===== config.mk =====
export PLATFORM = sky130hd
export DESIGN_NAME = sinc3_edge_count_voltage_decimator_top
export DESIGN_NICKNAME = d
export VERILOG_FILES = /design/src/rtl/sedv_pkg.sv /design/src/rtl/sedv_regs.sv /design/src/rtl/sedv_datapath.sv /design/src/rtl/sedv_ctrl.sv /design/src/rtl/sedv_outq.sv /design/src/rtl/sinc3_edge_count_voltage_decimator_top.sv
export SDC_FILE = /design/constraint.sdc
export NUM_CORES = 2
export LEC_CHECK = 0
export BUFFER_PORTS_ARGS = -buffer_cell sky130_fd_sc_hd__buf_2
export CELL_PAD_IN_SITES_DETAIL_PLACEMENT = 0
export CELL_PAD_IN_SITES_GLOBAL_PLACEMENT = 1
export CORE_MARGIN = 5
export CORE_UTILIZATION = 51
export CTS_BUF_LIST = sky130_fd_sc_hd__clkbuf_4
export DETAILED_ROUTE_END_ITERATION = 6
export PLACE_DENSITY_LB_ADDON = 0.1
export RECOVER_POWER = 25
export SYNTH_ARGS = -nofsm -noshare
export SYNTH_HDL_FRONTEND = slang
export SYNTH_SLANG_ARGS = --single-unit

===== constraint.sdc =====
create_clock -name clk -period 11.3 [get_ports clk]
set_input_delay 2.26 -clock clk [delete_from_list [all_inputs] [get_ports clk]]
set_output_delay 2.26 -clock clk [all_outputs]
set_load 0.02 [all_outputs]

===== src/rtl/sedv_pkg.sv =====
// shared types, constants and command codes for the sinc3 edge count voltage decimator
// no dependencies; imported by every module of the block
`default_nettype none

package sedv_pkg;

  // decimation ratio, a power of two so the gain divide is a shift
  localparam int DECIMATION  = 16;
  localparam int PHASE_W     = $clog2(DECIMATION);
  localparam int FILTER_GAIN = DECIMATION * DECIMATION * DECIMATION;
  localparam int GAIN_SHIFT  = 3 * $clog2(DECIMATION);

  localparam int MID_SCALE_EDGES = 250;
  localparam int EDGE_SPAN       = 200;
  localparam int PER_MILLE       = 1000;

  localparam logic [31:0] OFFSET_BASE = 32'(FILTER_GAIN * MID_SCALE_EDGES);
  localparam logic [31:0] SPAN_DIV    = 32'(EDGE_SPAN);
  localparam logic [31:0] MILLE_DIV   = 32'(PER_MILLE);

  // floor(2^32 / d): quotient estimate is exact or one low
  localparam longint unsigned TWO_POW_32 = 64'd4294967296;
  localparam logic [31:0] SPAN_RECIP  = 32'(TWO_POW_32 / EDGE_SPAN);
  localparam logic [31:0] MILLE_RECIP = 32'(TWO_POW_32 / PER_MILLE);

  // register map
  localparam int ADDR_W = 4;
  localparam logic [1:0] REG_FULL_SCALE = 2'd0;
  localparam logic [1:0] REG_CALIB      = 2'd1;
  localparam logic [1:0] REG_FAULT_LOW  = 2'd2;
  localparam logic [1:0] REG_FAULT_HIGH = 2'd3;

  localparam logic [9:0]  FULL_SCALE_RST = 10'd376;
  localparam logic [10:0] CALIB_RST      = 11'd995;
  localparam logic [15:0] FAULT_LOW_RST  = 16'd32;
  localparam logic [15:0] FAULT_HIGH_RST = 16'd500;

  // datapath operations
  typedef logic [3:0] op_t;
  localparam op_t OP_NONE     = 4'd0;
  localparam op_t OP_COMB0    = 4'd1;
  localparam op_t OP_COMB1    = 4'd2;
  localparam op_t OP_COMB2    = 4'd3;
  localparam op_t OP_OFFSET   = 4'd4;
  localparam op_t OP_RECIP_A  = 4'd5;
  localparam op_t OP_BACK_A   = 4'd6;
  localparam op_t OP_FIX_A    = 4'd7;
  localparam op_t OP_GAIN     = 4'd8;
  localparam op_t OP_CALIB    = 4'd9;
  localparam op_t OP_RECIP_B  = 4'd10;
  localparam op_t OP_BACK_B   = 4'd11;
  localparam op_t OP_FIX_B    = 4'd12;

  typedef struct packed {
    logic [9:0]  full_scale_volts;
    logic [10:0] calib_per_mille;
    logic [15:0] fault_low;
    logic [15:0] fault_high;
  } cfg_t;

  typedef struct packed {
    logic load;
    op_t  op;
  } cmd_t;

  typedef struct packed {
    logic        range_fault;
    logic        fresh;
    logic [15:0] volt_tenths;
  } res_t;

endpackage

`default_nettype wire


===== src/rtl/sedv_regs.sv =====
// apb configuration registers for the decimator
// depends on sedv_pkg for the register map and reset values
`default_nettype none

module sedv_regs
  import sedv_pkg::*;
(
  input  wire logic              clk,
  input  wire logic              rst,
  input  wire logic              psel,
  input  wire logic              penable,
  input  wire logic              pwrite,
  input  wire logic [ADDR_W-1:0] paddr,
  input  wire logic [31:0]       pwdata,
  output logic      [31:0]       prdata,
  output logic                   pready,
  output cfg_t                   cfg
);

  logic       wr_en;
  logic [1:0] reg_idx;

  assign pready  = 1'b1;
  assign wr_en   = psel && penable && pwrite;
  assign reg_idx = paddr[ADDR_W-1:2];

  always_ff @(posedge clk) begin
    if (rst) begin
      cfg.full_scale_volts <= FULL_SCALE_RST;
      cfg.calib_per_mille  <= CALIB_RST;
      cfg.fault_low        <= FAULT_LOW_RST;
      cfg.fault_high       <= FAULT_HIGH_RST;
    end else if (wr_en) begin
      unique case (reg_idx)
        REG_FULL_SCALE: cfg.full_scale_volts <= pwdata[9:0];
        REG_CALIB:      cfg.calib_per_mille  <= pwdata[10:0];
        REG_FAULT_LOW:  cfg.fault_low        <= pwdata[15:0];
        REG_FAULT_HIGH: cfg.fault_high       <= pwdata[15:0];
        default: ;
      endcase
    end
  end

  always_comb begin
    unique case (reg_idx)
      REG_FULL_SCALE: prdata = {22'd0, cfg.full_scale_volts};
      REG_CALIB:      prdata = {21'd0, cfg.calib_per_mille};
      REG_FAULT_LOW:  prdata = {16'd0, cfg.fault_low};
      REG_FAULT_HIGH: prdata = {16'd0, cfg.fault_high};
      default:        prdata = 32'd0;
    endcase
  end

endmodule

`default_nettype wire


===== src/rtl/sedv_datapath.sv =====
// cic integrators, comb delays and the shared-multiplier scaling datapath
// depends on sedv_pkg; driven by commands from sedv_ctrl
`default_nettype none

module sedv_datapath
  import sedv_pkg::*;
(
  input  wire logic        clk,
  input  wire logic        rst,
  input  wire cmd_t        cmd,
  input  wire cfg_t        cfg,
  input  wire logic [15:0] edge_count,
  output res_t             res
);

  logic [31:0] integ0, integ1, integ2;
  logic [31:0] comb0, comb1, comb2;
  logic [15:0] held;

  // scaling work registers
  logic [31:0] x;
  logic [31:0] q;
  logic [31:0] p;
  logic        fault_q;

  logic        fault_now;
  logic [31:0] mul_a, mul_b;
  logic [63:0] mul_p;
  logic [31:0] q_ten;
  logic [31:0] div_const;
  logic [31:0] rem;
  logic        q_inc;
  logic [31:0] q_fixed;
  logic        final_step;

  assign fault_now  = (edge_count < cfg.fault_low) || (edge_count > cfg.fault_high);
  assign q_ten      = (q << 3) + (q << 1);
  assign final_step = (cmd.op == OP_FIX_B);
  assign div_const  = final_step ? MILLE_DIV : SPAN_DIV;
  assign rem        = x - p;
  assign q_inc      = (rem >= div_const);
  assign q_fixed    = q + {31'd0, q_inc};

  always_comb begin
    mul_a = 32'd0;
    mul_b = 32'd0;
    case (cmd.op)
      OP_RECIP_A: begin mul_a = x; mul_b = SPAN_RECIP;  end
      OP_RECIP_B: begin mul_a = x; mul_b = MILLE_RECIP; end
      OP_BACK_A:  begin mul_a = q; mul_b = SPAN_DIV;    end
      OP_BACK_B:  begin mul_a = q; mul_b = MILLE_DIV;   end
      OP_GAIN: begin
        mul_a = q_ten;
        mul_b = {22'd0, cfg.full_scale_volts};
      end
      OP_CALIB: begin
        mul_a = x >> GAIN_SHIFT;
        mul_b = {21'd0, cfg.calib_per_mille};
      end
      default: ;
    endcase
  end

  assign mul_p = {32'd0, mul_a} * {32'd0, mul_b};

  // filter state
  always_ff @(posedge clk) begin
    if (rst) begin
      integ0 <= 32'd0;
      integ1 <= 32'd0;
      integ2 <= 32'd0;
      comb0  <= 32'd0;
      comb1  <= 32'd0;
      comb2  <= 32'd0;
      held   <= 16'd0;
    end else begin
      if (cmd.load) begin
        integ2 <= integ2 + integ1;
        integ1 <= integ1 + integ0;
        integ0 <= integ0 + {16'd0, edge_count};
      end
      case (cmd.op)
        OP_COMB0: comb0 <= integ2;
        OP_COMB1: comb1 <= x;
        OP_COMB2: comb2 <= x;
        OP_FIX_B: held  <= q_fixed[15:0];
        default: ;
      endcase
    end
  end

  // scaling work registers, no reset needed
  always_ff @(posedge clk) begin
    if (cmd.load) begin
      fault_q <= fault_now;
    end
    case (cmd.op)
      OP_COMB0:   x <= integ2 - comb0;
      OP_COMB1:   x <= x - comb1;
      OP_COMB2:   x <= x - comb2;
      OP_OFFSET:  x <= OFFSET_BASE - x;
      OP_RECIP_A: q <= mul_p[63:32];
      OP_RECIP_B: q <= mul_p[63:32];
      OP_BACK_A:  p <= mul_p[31:0];
      OP_BACK_B:  p <= mul_p[31:0];
      OP_FIX_A:   q <= q_fixed;
      OP_GAIN:    x <= mul_p[31:0];
      OP_CALIB:   x <= mul_p[31:0];
      default: ;
    endcase
  end

  // a load without a decimation step returns the held voltage right away
  assign res = {final_step ? fault_q : fault_now,
                final_step,
                final_step ? q_fixed[15:0] : held};

endmodule

`default_nettype wire


===== src/rtl/sedv_ctrl.sv =====
// controller: input handshake, decimation phase and the scaling sequence
// depends on sedv_pkg; commands sedv_datapath and pushes into sedv_outq
`default_nettype none

module sedv_ctrl
  import sedv_pkg::*;
(
  input  wire logic clk,
  input  wire logic rst,
  input  wire logic in_valid,
  output logic      in_ready,
  input  wire logic q_full,
  output cmd_t      cmd,
  output logic      push
);

  localparam logic [3:0] S_IDLE    = 4'd0;
  localparam logic [3:0] S_COMB0   = 4'd1;
  localparam logic [3:0] S_COMB1   = 4'd2;
  localparam logic [3:0] S_COMB2   = 4'd3;
  localparam logic [3:0] S_OFFSET  = 4'd4;
  localparam logic [3:0] S_RECIP_A = 4'd5;
  localparam logic [3:0] S_BACK_A  = 4'd6;
  localparam logic [3:0] S_FIX_A   = 4'd7;
  localparam logic [3:0] S_GAIN    = 4'd8;
  localparam logic [3:0] S_CALIB   = 4'd9;
  localparam logic [3:0] S_RECIP_B = 4'd10;
  localparam logic [3:0] S_BACK_B  = 4'd11;
  localparam logic [3:0] S_FIX_B   = 4'd12;

  localparam logic [PHASE_W-1:0] PHASE_LAST = PHASE_W'(DECIMATION - 1);

  logic [3:0]         state, state_next;
  logic [PHASE_W-1:0] phase, phase_next;
  logic               accept;
  logic               wrap;

  assign in_ready = (state == S_IDLE) && !q_full;
  assign accept   = in_valid && in_ready;
  assign wrap     = (phase == PHASE_LAST);
  assign push     = (accept && !wrap) || (state == S_FIX_B);

  always_comb begin
    phase_next = phase;
    if (accept) begin
      phase_next = wrap ? '0 : phase + 1'b1;
    end
  end

  always_comb begin
    state_next = state;
    cmd.load   = accept;
    cmd.op     = OP_NONE;
    unique case (state)
      S_IDLE:    if (accept && wrap) state_next = S_COMB0;
      S_COMB0:   begin cmd.op = OP_COMB0;   state_next = S_COMB1;   end
      S_COMB1:   begin cmd.op = OP_COMB1;   state_next = S_COMB2;   end
      S_COMB2:   begin cmd.op = OP_COMB2;   state_next = S_OFFSET;  end
      S_OFFSET:  begin cmd.op = OP_OFFSET;  state_next = S_RECIP_A; end
      S_RECIP_A: begin cmd.op = OP_RECIP_A; state_next = S_BACK_A;  end
      S_BACK_A:  begin cmd.op = OP_BACK_A;  state_next = S_FIX_A;   end
      S_FIX_A:   begin cmd.op = OP_FIX_A;   state_next = S_GAIN;    end
      S_GAIN:    begin cmd.op = OP_GAIN;    state_next = S_CALIB;   end
      S_CALIB:   begin cmd.op = OP_CALIB;   state_next = S_RECIP_B; end
      S_RECIP_B: begin cmd.op = OP_RECIP_B; state_next = S_BACK_B;  end
      S_BACK_B:  begin cmd.op = OP_BACK_B;  state_next = S_FIX_B;   end
      S_FIX_B:   begin cmd.op = OP_FIX_B;   state_next = S_IDLE;    end
      default:   state_next = S_IDLE;
    endcase
  end

  always_ff @(posedge clk) begin
    if (rst) begin
      state <= S_IDLE;
      phase <= '0;
    end else begin
      state <= state_next;
      phase <= phase_next;
    end
  end

`ifndef SYNTHESIS
  a_wrap_starts_comb: assert property (@(posedge clk) disable iff (rst)
    (accept && wrap) |=> (state == S_COMB0))
    else $error("decimation step did not start the comb sequence");

  a_fix_returns_idle: assert property (@(posedge clk) disable iff (rst)
    (state == S_FIX_B) |=> (state == S_IDLE) && (phase == '0))
    else $error("sequence end did not return to idle at phase zero");

  a_busy_holds_phase: assert property (@(posedge clk) disable iff (rst)
    (state != S_IDLE) |=> $stable(phase))
    else $error("phase moved while the scaling sequence ran");

  a_push_has_room: assert property (@(posedge clk) disable iff (rst)
    push |-> !q_full)
    else $error("result pushed into a full output queue");
`endif

endmodule

`default_nettype wire


===== src/rtl/sedv_outq.sv =====
// two-entry result queue between the datapath and the output channel
// depends on sedv_pkg for the result struct
`default_nettype none

module sedv_outq
  import sedv_pkg::*;
(
  input  wire logic clk,
  input  wire logic rst,
  input  wire logic push,
  input  wire res_t push_data,
  output logic      q_full,
  output logic      out_valid,
  input  wire logic out_ready,
  output res_t      out_data
);

  res_t       mem [2];
  logic       wr_ptr;
  logic       rd_ptr;
  logic [1:0] count;
  logic       pop;

  assign out_valid = (count != 2'd0);
  assign q_full    = (count == 2'd2);
  assign pop       = out_valid && out_ready;
  assign out_data  = mem[rd_ptr];

  always_ff @(posedge clk) begin
    if (push) begin
      mem[wr_ptr] <= push_data;
    end
  end

  always_ff @(posedge clk) begin
    if (rst) begin
      wr_ptr <= 1'b0;
      rd_ptr <= 1'b0;
      count  <= 2'd0;
    end else begin
      if (push) wr_ptr <= !wr_ptr;
      if (pop)  rd_ptr <= !rd_ptr;
      count <= count + {1'b0, push} - {1'b0, pop};
    end
  end

`ifndef SYNTHESIS
  a_count_bound: assert property (@(posedge clk) disable iff (rst)
    count <= 2'd2)
    else $error("output queue count overflow");

  a_ptr_match: assert property (@(posedge clk) disable iff (rst)
    ((count == 2'd0) || (count == 2'd2)) |-> (wr_ptr == rd_ptr))
    else $error("queue pointers disagree with count");

  a_valid_holds: assert property (@(posedge clk) disable iff (rst)
    (out_valid && !out_ready) |=> (out_valid && $stable(out_data)))
    else $error("waiting transaction dropped or changed");
`endif

endmodule

`default_nettype wire


===== src/rtl/sinc3_edge_count_voltage_decimator_top.sv =====
// an item that does not close a decimation period is pushed into the output queue as it is
// accepted; the closing item runs the comb, offset, two divides and two gains first
// throughput is one item per cycle while the output queue is not full, except that the
// closing item holds the input while the shared multiplier runs the scaling sequence
// reset: synchronous rst clears filter state, phase, held voltage and queue, and loads
// register defaults; no clearing pass is needed
`default_nettype none

module sinc3_edge_count_voltage_decimator_top
  import sedv_pkg::*;
(
  input  wire logic              clk,
  input  wire logic              rst,
  input  wire logic              psel,
  input  wire logic              penable,
  input  wire logic              pwrite,
  input  wire logic [ADDR_W-1:0] paddr,
  input  wire logic [31:0]       pwdata,
  output logic      [31:0]       prdata,
  output logic                   pready,
  input  wire logic              in_valid,
  output logic                   in_ready,
  input  wire logic [15:0]       edge_count,
  output logic                   out_valid,
  input  wire logic              out_ready,
  output logic                   range_fault,
  output logic                   fresh,
  output logic      [15:0]       volt_tenths
);

  cfg_t cfg;
  cmd_t cmd;
  res_t res;
  res_t out_data;
  logic push;
  logic q_full;

  sedv_regs u_regs (
    .clk     (clk),
    .rst     (rst),
    .psel    (psel),
    .penable (penable),
    .pwrite  (pwrite),
    .paddr   (paddr),
    .pwdata  (pwdata),
    .prdata  (prdata),
    .pready  (pready),
    .cfg     (cfg)
  );

  sedv_ctrl u_ctrl (
    .clk      (clk),
    .rst      (rst),
    .in_valid (in_valid),
    .in_ready (in_ready),
    .q_full   (q_full),
    .cmd      (cmd),
    .push     (push)
  );

  sedv_datapath u_datapath (
    .clk        (clk),
    .rst        (rst),
    .cmd        (cmd),
    .cfg        (cfg),
    .edge_count (edge_count),
    .res        (res)
  );

  sedv_outq u_outq (
    .clk       (clk),
    .rst       (rst),
    .push      (push),
    .push_data (res),
    .q_full    (q_full),
    .out_valid (out_valid),
    .out_ready (out_ready),
    .out_data  (out_data)
  );

  assign range_fault = out_data.range_fault;
  assign fresh       = out_data.fresh;
  assign volt_tenths = out_data.volt_tenths;

endmodule

`default_nettype wire

# Word-level counts from Yosys, hierarchy flattened
# Memories as Yosys holds them, arrays and structs flattened. A register that Yosys moved wholly into a read port is not among the register bits.
# Cells that the tools add are included.
# classes
add_sub_neg	13
multipliers	1
div	0
magnitude_cmp	3
eq_ne	30
n_shift	0
n_mux	16
bitwise_logic	0
reduce_logical	25
# op_table
operator	n
one-hot mux 32 bit (4 select lines)	2
one-hot mux 32 bit (5 select lines)	1
one-hot mux 25 bit (6 select lines)	1
subtractor 32 bit	4
adder 32 bit	3
one-hot mux 4 bit (12 select lines)	2
one-hot mux 32 bit (2 select lines)	1
multiplier 32 x 25 -> 57 bit	1
== test 4 bit, second input constant	11
adder 32 x 1 -> 32 bit	1
adder 32 x 16 -> 32 bit	1
== test 4 x 3 -> 1 bit, second input constant	8
greater-or-equal comparator 32 bit	1
subtractor 20 x 32 -> 32 bit, first input constant	1
== test 4 x 2 -> 1 bit, second input constant	4
greater-than comparator 16 bit	1
less-than comparator 16 bit	1
two-way mux 16 bit	1
two-way mux 10 bit	1
== test 4 x 1 -> 1 bit, second input constant	2
two-way mux 4 bit	2
AND reduction 2 bit	4
logical AND 1 bit	7
== test 2 bit, second input constant	3
other kinds (13)	24
# totals
reg_bits	370
latchBits	0
ram_bits	36
romBits	0
input_bits	59
out_inout_bits	53
memories	1
# mem_list
memory	words	word_bits	read_ports	rd_ports_with_merged_regs	write_ports	line_no	rtl
u_outq.mem	2	18	1	1	1	sedv_outq.sv:18	res_t mem [2];

# Longest topological paths before layout
# depth
word_depth	8
ltp_mapped	44

# Hierarchy
# A second synthesis with hierarchy kept.
# hier_totals
hier_cells	5817
hier_area_um2	50425.9
# modules_own_cells
mod	n_inst	cells_each	area_per_inst_um2	seq_area_each_um2
sedv_datapath	1	5435	45780.2	7076.8
sedv_regs	1	248	2640.0	1061.0
sedv_outq	1	79	1549.0	1181.1
sedv_ctrl	1	55	456.7	160.2

# Worst setup path before layout
# No wires, ideal clock.
# synth_timing
kind	register to register
startpoint	register u_datapath.q[2]
endpoint	register u_datapath.q[10] (data pin)
setup_ns	0.259
arrival_time_ns	9.433
t_required_ns	11.041
slack_ns	1.609
stages_incl_launch_ff	38
period_less_slack_ns	9.691
cell_sequence	edfxtp_1 -> ha_1 -> inv_1 -> fa_1 -> nor2b_1 -> o21ai_1 -> a21boi_1 -> o21ai_1 -> a21o_1 -> a21oi_1 -> o21a_1 -> nor3_1 -> o41ai_1 -> nand2_1 -> fa_1 -> fa_1 -> fa_1 -> fa_1 -> [... 2 more ...] -> fa_1 -> inv_1 -> fa_1 -> inv_1 -> ha_1 -> clkbuf_1 -> a21o_1 -> a21o_1 -> a21oi_1 -> o21ai_1 -> a2111oi_0 -> nor2_1 -> o31ai_2 -> nor2_1 -> a211o_1 -> o31ai_1 -> nor4b_1 -> a211o_1
# synth_via
elab_chain_cells	4
# synth_lines
item	line_no	rtl
start, declared	sedv_datapath.sv:22	logic [31:0] q;
start signal, assigned	sedv_datapath.sv:102	OP_RECIP_A: q <= mul_p[63:32];
start signal, assigned	sedv_datapath.sv:103	OP_RECIP_B: q <= mul_p[63:32];
start signal, assigned	sedv_datapath.sv:106	OP_FIX_A: q <= q_fixed;
adder 32 bit	sedv_datapath.sv:37	assign q_ten = (q << 3) + (q << 1);
one-hot mux 32 bit (4 select lines)	sedv_datapath.sv:47	case (cmd.op)
multiplier 32 x 25 -> 57 bit	sedv_datapath.sv:64	assign mul_p = {32'd0, mul_a} * {32'd0, mul_b};
one-hot mux 32 bit (2 select lines) (*)	sedv_datapath.sv:97	case (cmd.op)
# Every way passes the cells marked *; elsewhere a longest branch is shown, timed or not.
# A chain may end at the register's enable or synchronous reset.

# Worst setup path after layout
# layout_timing
startpoint	register u_ctrl.state[3]
endpoint	register u_datapath.q[23] (data pin)
# layout_via
elab_chain_cells	7
# layout_lines
item	line_no	rtl
start, declared	sedv_ctrl.sv:33	logic [3:0] state, state_next;
start signal, assigned	sedv_ctrl.sv:77	state <= state_next;
== test 4 bit, or another cell as far along	sedv_ctrl.sv:54	unique case (state)
one-hot mux 4 bit (12 select lines) (*)	sedv_ctrl.sv:54	
== test 4 x 3 -> 1 bit, or another cell as far along	sedv_datapath.sv:47	
OR reduction 2 bit (no line) / two-way mux 10 bit (equally long branches)	-	
one-hot mux 32 bit (4 select lines) / greater-or-equal comparator 32 bit (equally long branches)	sedv_datapath.sv:47, sedv_datapath.sv:41	
multiplier 32 x 25 -> 57 bit / adder 32 x 1 -> 32 bit (equally long branches)	sedv_datapath.sv:64, sedv_datapath.sv:42	
one-hot mux 32 bit (2 select lines) (*)	sedv_datapath.sv:97	
# Marked as above.

==> flow_metrics.tcl <==
set metrics [dict create \
    finalMaxSlewViolations 347 \
    p_per_area_nw_per_um2 78.5 \
    relSlewSlack -1.98 \
    die-area_um2 102000 \
    drt_iter0_drc 3075 \
    endpoint_kind "register" \
    synth_cells 5703 \
    cp_top_family "adder cells" \
    cts_buffers 111 \
    netlist_area_um2 49000 \
    setup-tns-final_ns 0 \
    grt_pass1_vias 40100 \
    cts_max_level 3 \
    crit_type "register to register" \
    io_buffers 76 \
    cp.arrival_ns 11.62 \
    post_cts_buffers 0 \
    hold_depth 2 \
    rows 113 \
    rsz0062_at_grt "false" \
    min_period_ns 10.86 \
    viasPerCell 5.64 \
    num_vias 40400 \
    yosys.area.top_type "fa_1" \
    synth-edff-count 133 \
    cts_tree "yes" \
    timing.rr.end "u_datapath.q[23]$_DFFE_PP_" \
    violations "max-capacitance violations, max-slew violations" \
    synth-seq-cells 407 \
    synthTopCellsByArea "fa_1 (20%), ha_1 (15%), dfxtp_1 (11%)" \
    setup_viol 0 \
    grt_first_pass_wirelength_um 233000 \
    rr_worst_depth 34 \
    drive_gt1_frac 0.0789 \
    fp.dieW_um 320 \
    crit_path_max_fanout 42 \
    dp_slack_ns 0.343 \
    synthArstFlopShare 0 \
    grt.total_usage 0.289 \
    finalClockSkew_ns 0.0835 \
    drt_pass1_iterations 7 \
    clk_latency_ns 0.93 \
    peakVddDrop_v 0.000128 \
    tightest_slew_ns 4.47 \
    placed_cells 6949 \
    wl_um 149000 \
    synth_ff_type "dfxtp_1" \
    startpoint_type "register" \
    drv_cap 6 \
    setup_slack_ns 0.444 \
    gp_congestion 0.967 \
    fillers 9086 \
    core_region_area_um2 95200 \
    die-height_um 320 \
    path_clk_slew_ns 0.07 \
    finalNonFillerCells 7161 \
    clk_path_buf_depth 3 \
    yosysSeqAreaShare 0.194 \
    hold_end "u_datapath.comb0[30]$_SDFFE_PP0P_" \
    ios 112 \
    drc 0 \
    area_growth_pct 7.40 \
    cpPeakStageDelay_ns 0.84 \
    crit_top_cell "fa_1" \
    hp-class "register to register" \
    fin_nets 6931 \
    start_util 0.514 \
    synth.distinct_cells 92 \
    ant_nets 0 \
    register_area_um2 9480 \
    routedWlPerCell_um 20.8 \
    crit_slowest_cell "nor2b_1" \
    antenna_found_initial 8 \
    cp_data_required_time_ns 12.06 \
    multi_input_area_um2 35600 \
    avgSynthCellArea_um2 8.58 \
    status "complete, but fails checks" \
    clock_sinks 407 \
    dp_hpwl_um 120000 \
    crit_buf_inv 9 \
    grt.overflow.total 0 \
    finalCritPeriodShare 0.961 \
    timing_hold_violations_final 0 \
    yosysTopAreaCellShare 0.205 \
    ff2ff_setup_slack_ns 0.44 \
    leakagePower_nw 24.7 \
    hp-start "u_datapath.comb0[30]$_SDFFE_PP0P_" \
    r2r-start "u_ctrl.state[3]$_SDFFE_PP0P_" \
    fmaxAchievable_mhz 92.1 \
    grt_max_degree 93 \
    yosysWarnings 0 \
    clockRootBuffer "clkbuf_4" \
]
## power breakdown
part	total, mW	switching (mW)	internal (mW)
Clock	1.40	0.696	0.701
Combinational	1.07	0.635	0.432
Sequential	1.66	0.0618	1.60
## state kept, by name (all words and copies together), names as in the netlist, 16 cells and up, named ones only
signal / count
u_regs.cfg: 53
u_outq.mem: 36
u_datapath.comb0: 32
u_datapath.comb1: 32
u_datapath.comb2: 32
u_datapath.integ0: 32
u_datapath.integ1: 32
u_datapath.integ2: 32
u_datapath.p: 32
u_datapath.q: 32
u_datapath.x: 32
u_datapath.held: 16
## placed cells by master (no fill, tap or decap), types with 29 or more instances in the layout
cell / instances
inv_1: 819
nand2_1: 808
ha_1: 574
fa_1: 501
a21oi_1: 443
nor2_1: 322
dfxtp_1: 274
clkbuf_4: 169
xnor2_1: 166
o21ai_0: 135
edfxtp_1: 133
a21o_1: 124
buf_4: 114
and2_1: 111
xor2_1: 99
mux2i_1: 77
buf_2: 75
nand3_1: 74
nor2b_1: 61
nor3_1: 58
nand2b_1: 52
o21ai_1: 43
o21a_1: 40
and3_1: 40
nand4_1: 36
a211oi_1: 35
o21bai_1: 29
## how the worst max path moves through the flow
stage	startpoint	endpoint	slack [ns]	cells after the start
floorplan	u_datapath.q[2]$_DFFE_PP_	u_datapath.q[10]$_DFFE_PP_	1.61	37
global placement	u_datapath.q[2]$_DFFE_PP_	u_datapath.q[22]$_DFFE_PP_	0.31	40
detailed placement	u_datapath.q[2]$_DFFE_PP_	u_datapath.q[22]$_DFFE_PP_	0.34	40
CTS	u_datapath.q[2]$_DFFE_PP_	u_datapath.q[22]$_DFFE_PP_	0.38	40
global route	u_datapath.q[2]$_DFFE_PP_	u_datapath.q[22]$_DFFE_PP_	0.04	41
finish	u_ctrl.state[3]$_SDFFE_PP0P_	u_datapath.q[23]$_DFFE_PP_	0.44	34
## worst register-to-register path: cells and delay by family, from the launching register on
family	cells	cell delay (ns)
DFF	1	0.57
AOI/OAI and AO/OA	11	3.11
and+or+nand+nor	6	1.69
buffers and inverters	9	1.72
adders and majority gates	8	3.65
## per-layer routing
metal	up-vias	track usage	routed length (um)
li1	19200	-	-
met1	19600	0.416	68500
met2	1248	0.451	65900
met3	258	0.0463	9780
met4	6	0.0894	5070
met5	-	0	37
## cell usage after synthesis, drive strengths merged (10+ instances only)
cell type,instances
and3,40
o211ai,28
o21a,40
dfxtp,274
fa,501
a21oi,446
nor2,327
nand2b,52
and2,113
ha,574
xnor2,166
o21ai,180
mux2,23
a221oi,29
buf,29
nor3,61
or2,15
nor2b,62
nand4,36
or3,16
o31ai,21
nand2,810
mux2i,77
edfxtp,133
xor2,99
a21boi,22
o21bai,32
nor4,19
a21o,125
mux4,10
a31oi,25
o22ai,12
a221o,16
nand3,74
inv,819
a211oi,35
clkbuf,203
a222oi,10
## per-stage QoR
step / power, mW / cell area, um2 / hold WS (ns) / utilization
finish: 4.13 / 52600 / 0.451 / 0.553
global route: 4.36 / 52600 / 0.470 / 0.553
global placement: 2.74 / 51100 / 0.441 / 0.537
CTS: 4.17 / 52600 / 0.455 / 0.553
detailed placement: 2.75 / 51100 / 0.446 / 0.537
floorplan: 2.45 / 49000 / 0.436 / -
## what timing repair did
item / 4_1_cts / 5_1_grt
endpoints found under the hold margin: 0 / 0
hold buffers: 0 / 0
setup endpoints to repair: 0 / 5
gates resized for setup: 0 / 9
## area by class of cell
cell class              count  share of cell area
clock buffers             169              0.0241
repair buffers            198              0.0247
well taps                1265              0.0301
flip-flops and latches    407               0.180
multi-input cells        4259               0.678
clock inverters            38             0.00433
inverters                 820              0.0585
diodes                      5            0.000238
## kinds of logic (layout without fill, tap and decap cells)
logic type      after synthesis  count (layout)  share of synthesized area
compound gates             1121            1121                      0.145
xor+xnor                    265             265                     0.0474
fa+ha+maj                  1075            1075                      0.352
buf+inv                    1052            1225                     0.0820
flops                       407             407                      0.194
mux                         110             110                     0.0256
other cells                   2              22                   0.000153
simple gates               1671            1671                      0.154
(Power assumes the default switching activity.)
